--- src/rtl/swp_pkg.sv ---
// Shared types and constants for the series win probability block.
package swp_pkg;

  localparam int MAX_WINS_DEF  = 63;
  localparam int PROB_BITS_DEF = 16;
  localparam int WINS_W        = 6;

  typedef enum logic [1:0] {
    ST_IDLE,
    ST_RUN,
    ST_DRAIN,
    ST_PUSH
  } state_t;

endpackage

--- src/rtl/series_win_probability_dp.sv ---
// Series win probability: one table row in memory, one cell per cycle through a 2-stage pipe
// while a row issues. Every row issues n memory reads for n wins (n >= 1), then waits for the
// read-multiply-add pipe to drain before the next row starts. A request with zero wins
// goes straight to the output, flagged as bad. One request is in work at a time; a new
// input word is taken while the previous result still waits on the output register.
// Reset (rst, synchronous, active high) clears all control state; the row memory is not cleared.
module series_win_probability_dp #(
  parameter int MAX_WINS  = swp_pkg::MAX_WINS_DEF,
  parameter int PROB_BITS = swp_pkg::PROB_BITS_DEF
) (
  input  logic clk,
  input  logic rst,
  input  logic s_tvalid,
  output logic s_tready,
  // wins_needed [5:0], win_prob [PROB_BITS+6:6], zero fill
  input  logic [((swp_pkg::WINS_W + PROB_BITS + 1 + 7) / 8) * 8 - 1:0] s_tdata,
  output logic m_tvalid,
  input  logic m_tready,
  // series_prob [PROB_BITS:0], zero fill
  output logic [((PROB_BITS + 1 + 7) / 8) * 8 - 1:0] m_tdata,
  // bad_request [0]
  output logic m_tuser
);

  localparam int PW     = PROB_BITS + 1;
  localparam int CW     = $clog2(MAX_WINS + 1);
  localparam int DEPTH  = MAX_WINS + 1;
  localparam int OUT_W  = ((PROB_BITS + 1 + 7) / 8) * 8;
  localparam logic [PW-1:0] Q_ONE = PW'(1) << PROB_BITS;

  swp_pkg::state_t state, state_next;

  logic [swp_pkg::WINS_W-1:0] wins_needed;
  logic [PW-1:0]              win_prob;

  logic [CW-1:0] n_sat;
  logic [PW-1:0] p_sat;

  logic [CW-1:0] wins;
  logic [PW-1:0] prob_p;
  logic [PW-1:0] prob_q;
  logic [CW-1:0] row;
  logic [CW-1:0] col;

  logic [PW-1:0] row_mem [DEPTH];
  logic [PW-1:0] rd_data;

  // Stage 1: memory read data valid. Stage 2: above*p product valid.
  logic          v1, v2;
  logic [CW-1:0] col1, col2;
  logic          first1, first2;
  logic          last1, last2;
  logic [PW-1:0] prod_p;

  logic [PW-1:0]     left_value;
  logic [PW-1:0]     above;
  logic [2*PW-1:0]   mul_p;
  logic [PW-1:0]     left_in;
  logic [2*PW-1:0]   mul_q;
  logic [PW:0]       cell_sum;
  logic [PW-1:0]     cell_val;

  logic [PW-1:0] res_prob;
  logic          res_bad;
  logic [PW-1:0] out_prob;
  logic          out_bad;
  logic          out_valid;
  logic          out_load;
  logic          in_fire;
  logic          issue;

  assign wins_needed = s_tdata[swp_pkg::WINS_W-1:0];
  assign win_prob    = s_tdata[swp_pkg::WINS_W +: PW];

  assign s_tready = (state == swp_pkg::ST_IDLE);
  assign in_fire  = s_tvalid && s_tready;
  assign issue    = (state == swp_pkg::ST_RUN);
  assign out_load = (state == swp_pkg::ST_PUSH) && (!out_valid || m_tready);

  always_comb begin
    if (int'(wins_needed) > MAX_WINS) begin
      n_sat = CW'(MAX_WINS);
    end else begin
      n_sat = CW'(wins_needed);
    end
    if (win_prob > Q_ONE) begin
      p_sat = Q_ONE;
    end else begin
      p_sat = win_prob;
    end
  end

  // The first row reads as 1.0 everywhere, so the memory is not preloaded.
  assign above    = (row == CW'(1)) ? Q_ONE : rd_data;
  assign mul_p    = (2*PW)'(above) * (2*PW)'(prob_p);
  assign left_in  = first2 ? '0 : left_value;
  assign mul_q    = (2*PW)'(left_in) * (2*PW)'(prob_q);
  assign cell_sum = (PW+1)'(prod_p) + (PW+1)'(mul_q[PROB_BITS +: PW]);
  assign cell_val = cell_sum[PW-1:0];

  always_ff @(posedge clk) begin
    if (rst) begin
      state <= swp_pkg::ST_IDLE;
    end else begin
      state <= state_next;
    end
  end

  always_comb begin
    state_next = state;
    unique case (state)
      swp_pkg::ST_IDLE: begin
        if (in_fire) begin
          state_next = (wins_needed == '0) ? swp_pkg::ST_PUSH : swp_pkg::ST_RUN;
        end
      end
      swp_pkg::ST_RUN: begin
        if (col == wins) begin
          state_next = swp_pkg::ST_DRAIN;
        end
      end
      swp_pkg::ST_DRAIN: begin
        if (!v1 && !v2) begin
          state_next = (row == wins) ? swp_pkg::ST_PUSH : swp_pkg::ST_RUN;
        end
      end
      swp_pkg::ST_PUSH: begin
        if (out_load) begin
          state_next = swp_pkg::ST_IDLE;
        end
      end
      default: state_next = swp_pkg::ST_IDLE;
    endcase
  end

  // Sequencer counters and request registers.
  always_ff @(posedge clk) begin
    if (rst) begin
      row     <= '0;
      col     <= '0;
      res_bad <= 1'b0;
    end else begin
      if (in_fire) begin
        wins    <= n_sat;
        prob_p  <= p_sat;
        prob_q  <= Q_ONE - p_sat;
        row     <= CW'(1);
        col     <= CW'(1);
        res_bad <= (wins_needed == '0);
      end else if (issue && col != wins) begin
        col <= col + CW'(1);
      end else if (state == swp_pkg::ST_DRAIN && !v1 && !v2 && row != wins) begin
        row <= row + CW'(1);
        col <= CW'(1);
      end
    end
  end

  // Pipeline valid bits and left neighbor.
  always_ff @(posedge clk) begin
    if (rst) begin
      v1         <= 1'b0;
      v2         <= 1'b0;
      left_value <= '0;
    end else begin
      v1 <= issue;
      v2 <= v1;
      if (v2) begin
        left_value <= cell_val;
      end
    end
  end

  always_ff @(posedge clk) begin
    if (issue) begin
      rd_data <= row_mem[col];
    end
    if (v2) begin
      row_mem[col2] <= cell_val;
    end
  end

  always_ff @(posedge clk) begin
    col1   <= col;
    first1 <= (col == CW'(1));
    last1  <= (col == wins);
    col2   <= col1;
    first2 <= first1;
    last2  <= last1;
    prod_p <= mul_p[PROB_BITS +: PW];
    if (in_fire) begin
      res_prob <= '0;
    end else if (v2 && last2 && row == wins) begin
      res_prob <= cell_val;
    end
  end

  // Output register: holds a finished word while the next request is taken.
  always_ff @(posedge clk) begin
    if (rst) begin
      out_valid <= 1'b0;
    end else if (out_load) begin
      out_valid <= 1'b1;
    end else if (m_tready) begin
      out_valid <= 1'b0;
    end
  end

  always_ff @(posedge clk) begin
    if (out_load) begin
      out_prob <= res_prob;
      out_bad  <= res_bad;
    end
  end

  assign m_tvalid = out_valid;
  assign m_tdata  = OUT_W'(out_prob);
  assign m_tuser  = out_bad;

endmodule

--- config.mk ---
export PLATFORM = sky130hd
export DESIGN_NAME = series_win_probability_dp
export DESIGN_NICKNAME = d
export VERILOG_FILES = /design/src/rtl/swp_pkg.sv /design/src/rtl/series_win_probability_dp.sv
export SDC_FILE = /design/constraint.sdc
export NUM_CORES = 2
export LEC_CHECK = 0
export ABC_CLOCK_PERIOD_IN_PS = 8750
export BUFFER_PORTS_ARGS = -buffer_cell sky130_fd_sc_hd__buf_2
export CAP_MARGIN = 30
export CORE_ASPECT_RATIO = 1.4
export CORE_MARGIN = 2
export CORE_UTILIZATION = 30
export CTS_BUF_LIST = sky130_fd_sc_hd__clkbuf_16
export DETAILED_ROUTE_END_ITERATION = 8
export PLACE_DENSITY_LB_ADDON = 0.15
export SLEW_MARGIN = 20
export SYNTH_ARGS = -nofsm -noshare
export SYNTH_HDL_FRONTEND = slang
export SYNTH_SLANG_ARGS = --single-unit
--- constraint.sdc ---
create_clock -name clk -period 8.75 [get_ports clk]
set_input_delay 0.4375 -clock clk [delete_from_list [all_inputs] [get_ports clk]]
set_output_delay 0.4375 -clock clk [all_outputs]
set_load 0.005 [all_outputs]
==> results.md <==
- Clock slew at reported path FFs: 0.06 ns
- Max Fclk: 119 MHz
- Commonest non-fill, non-tap cell in the layout: edfxtp_1
- Final period utilization: 96.2%
- Final slew viol count: 0
- CP Capture Point: row_mem[24][16]
- Max-Cap Viols: 0
- Clock buffer depth: 4
- Core ar.: 218000 µm²
- Req. time, crit path: 9.28 ns
- Critical path depth: 31
- Sw frac: 36.9%
- Worst r2r dst: row_mem[24][16]
- Buf/Inv on CP: 7
- Max-slew headroom: 32.4%
- Top FF cell, synth: edfxtp_1
- Site Rows: 203
- Syn avg cell area: 15.3 µm²
- Hold_sp: s_tdata[11]
- Port Buffers: 46
- CTS root buffer: clkbuf_16
- Number of enable flip-flop cells after synthesis: 1162
- Setup violations, final: 0
- Comb power frac: 41.3%
- Vias in the first global route: 38900
- Hold Fails Final Rpt: 0
- Worst hold path class: input port to flip-flop
- Die Y: 558 µm
- Register share of total power: 37.0%
- Synth-to-Final Area Change: 16.0%
- Worst-path fanout max: 16
- Worst Setup Path Type: flip-flop to flip-flop
- Cell repeated most along the worst path: fa_1
- GRT Overall Usage: 16.7%
- Synth warn: 0
- Clk_lat worst skew: 0.81 ns
- R2R Path Start: first2
- Total number of vias: 35800
- Outcome: finished clean
- Crit path time final: 8.41 ns
- Die width: 400 µm
- First-pass GRT wire length: 270000 µm
- Post-route ant nets: 0
- Crit path max-delay family: adder cells
- Fraction of layout cells with a size suffix above 1: 20.7%
- P_sw: 9.60 mW
- Htree depth: 4
- R2r worst-path depth: 31
- Cell Area, Synth: 65800 µm²
- Power Density: 341 nW/µm²
- Register bit total from synthesis: 1247
- Sink Count: 1247
- Startpoint Class: flip-flop
- Final WL: 185000 µm
- TritonCTS clock tree: yes
- Slew of the pin with the lowest slew margin: 1.01 ns
- Layout Cells excl Fill: 7534
- Post-layout util: 35.0%
- Static leakage: 27.8 nW
- Die area: 223000 µm²
- Global placer's final weighted congestion: 0.804
- Slowest cell on crit path: fa_1
- Clock power share: 21.7%
- Nets: 5258
- DP HPWL: 121000 µm
- Routed len/inst: 24.6 µm
- Crit end category: flip-flop
- Syn Inst Count: 4307
- Dpl cells: 7252
- Beginning of the critical path: first2
- Initial DRT Pass Iterations: 6
- Initial core utilization: 30.2%
- CP max stage delay: 0.57 ns
- Largest net degree at the start of global routing: 97
- Vias/cell: 4.75
- Worst hold slack: 0.0534 ns
- Drc violations: 0
- Maximum vdd ir drop: 0.797 mV
- Worst path arrival time: 8.94 ns
- Yosys cell types: 67
- GR Overflow Total: 0
- Total CTS buffers: 138
- P_int: 16.4 mW
- Clock Skews: 0.0859 ns
- Asr flop ratio synth: 0%
- Starting DRT DRC Count: 2261
- Sequential fraction of the synthesis area: 55.6%
- I/O pin cnt: 55
- Initial antenna violation count: 6
- Reg2reg setup slack: 0.34 ns
- Most frequent cells in the layout: edfxtp_1 (1162), inv_1 (565), fa_1 (439)
==> timing repair <==
action | in CTS | in global routing
endpoints found under the hold margin | 8 | 0
endpoints found under the setup margin | 66 | 470
buffers inserted | 0 | 26
cloned | 0 | 6
gates resized for setup | 1 | 59
hold buffers | 7 | 0
pin swaps | 0 | 40
==> power by group through the flow <==
stage / logic (mW) / clock network [mW] / registers (mW)
final: 10.7 / 5.65 / 9.63
after global placement: 10.7 / 0 / 9.76
after CTS: 10.9 / 5.82 / 9.63
after global routing: 12.0 / 6.03 / 9.64
after floorplan: 5.65 / 0 / 9.85
after detailed placement: 10.9 / 0 / 9.76
==> worst min path at each step <==
stage	to	slack, ns	cells past startpoint
after global placement	col2[3]	0.31	0
after detailed placement	col2[5]	0.31	0
after global routing	prob_p[5]	0.04	2
after floorplan	col2[0]	0.31	0
final	prob_p[5]	0.05	2
after CTS	prob_p[5]	0.001	2
==> cell type report <==
cell class | count | area, µm²
Clock inverter | 98 | 768
Tap cell | 2870 | 3590
Timing Repair Buffer | 315 | 2760
Sequential cell | 1247 | 36600
Fill cell | 20800 | 142000
Inverter | 542 | 2050
Multi-Input combinational cell | 2317 | 27000
Clock buffer | 140 | 3500
Antenna cell | 5 | 12.5
==> logic make-up after synthesis <==
group / count (synthesis) / synth area share, %
muxes: 397 / 12.1
DFF: 1247 / 55.6
adders and majority gates: 669 / 17.8
AOI/OAI and AO/OA: 204 / 1.98
xor gates and xnor gates: 86 / 1.14
buffers and inverters: 749 / 4.40
and+or+nand+nor: 954 / 6.93
other: 1 / 0.00570
==> metrics by stage <==
stage / instance area [µm²] / total power [mW] / worst slack (ns) / TNS [ns]
global route: 76300 / 27.7 / -0.0822 / -4.27
floorplan: 65900 / 15.5 / 0.0187 / 0
finish: 76400 / 26.0 / 0.337 / 0
CTS: 75800 / 26.4 / 0.00181 / 0
global placement: 71400 / 20.5 / -0.0999 / -5.78
detailed placement: 71400 / 20.6 / -0.104 / -5.94
==> flip-flops by register name, indices dropped and copies added, names as in the netlist, 2 cells and up <==
signal	cells
res_prob	17
prob_q	16
rd_data	17
col1	6
left_value	17
wins	6
col	6
col2	6
row_mem	1088
prob_p	17
row	6
prod_p	17
state	2
out_prob	17
==> synth_stat cells (3+ instances only) <==
| master | number | area (µm²) |
|---|---|---|
| nand2b_1 | 13 | 81.3 |
| nand2_1 | 406 | 1520 |
| dfxtp_1 | 85 | 1700 |
| ha_1 | 226 | 2830 |
| a31oi_1 | 8 | 50.1 |
| or4_1 | 4 | 30.0 |
| and3_1 | 103 | 644 |
| o21ai_0 | 48 | 240 |
| o21a_1 | 15 | 113 |
| a21o_1 | 12 | 90.1 |
| a221oi_1 | 9 | 78.8 |
| xor2_1 | 29 | 254 |
| xnor2_1 | 57 | 499 |
| nand3_1 | 15 | 75.1 |
| and2_1 | 149 | 932 |
| o22ai_1 | 6 | 37.5 |
| and2_0 | 3 | 18.8 |
| inv_1 | 542 | 2030 |
| clkbuf_1 | 143 | 537 |
| a21oi_1 | 54 | 270 |
| a211oi_1 | 19 | 143 |
| a211o_1 | 3 | 26.3 |
| nand4_1 | 9 | 56.3 |
| fa_1 | 443 | 8870 |
| buf_2 | 34 | 170 |
| nor3_1 | 15 | 75.1 |
| a22oi_1 | 9 | 67.6 |
| nand3b_1 | 3 | 22.5 |
| nor2_1 | 165 | 619 |
| mux2_2 | 13 | 146 |
| nor4_1 | 3 | 18.8 |
| buf_1 | 19 | 71.3 |
| buf_4 | 11 | 82.6 |
| mux2i_1 | 64 | 641 |
| edfxtp_1 | 1162 | 34900 |
| nand4b_1 | 3 | 26.3 |
| mux4_2 | 320 | 7210 |
| nor2b_1 | 42 | 263 |
| or2_2 | 3 | 18.8 |
| or3_1 | 7 | 43.8 |
==> metal layers <==
metal / GRT usage (%) / wire, µm / up-vias / part of all wire (%)
li1: - / - / 15800 / -
met1: 19.8 / 73000 / 19200 / 39
met2: 31.8 / 102000 / 554 / 55
met3: 1.71 / 5210 / 231 / 2.8
met4: 4.15 / 4900 / 0 / 2.6
met5: 0 / 0 / - / 0
Power figures use the tool's default switching activity.
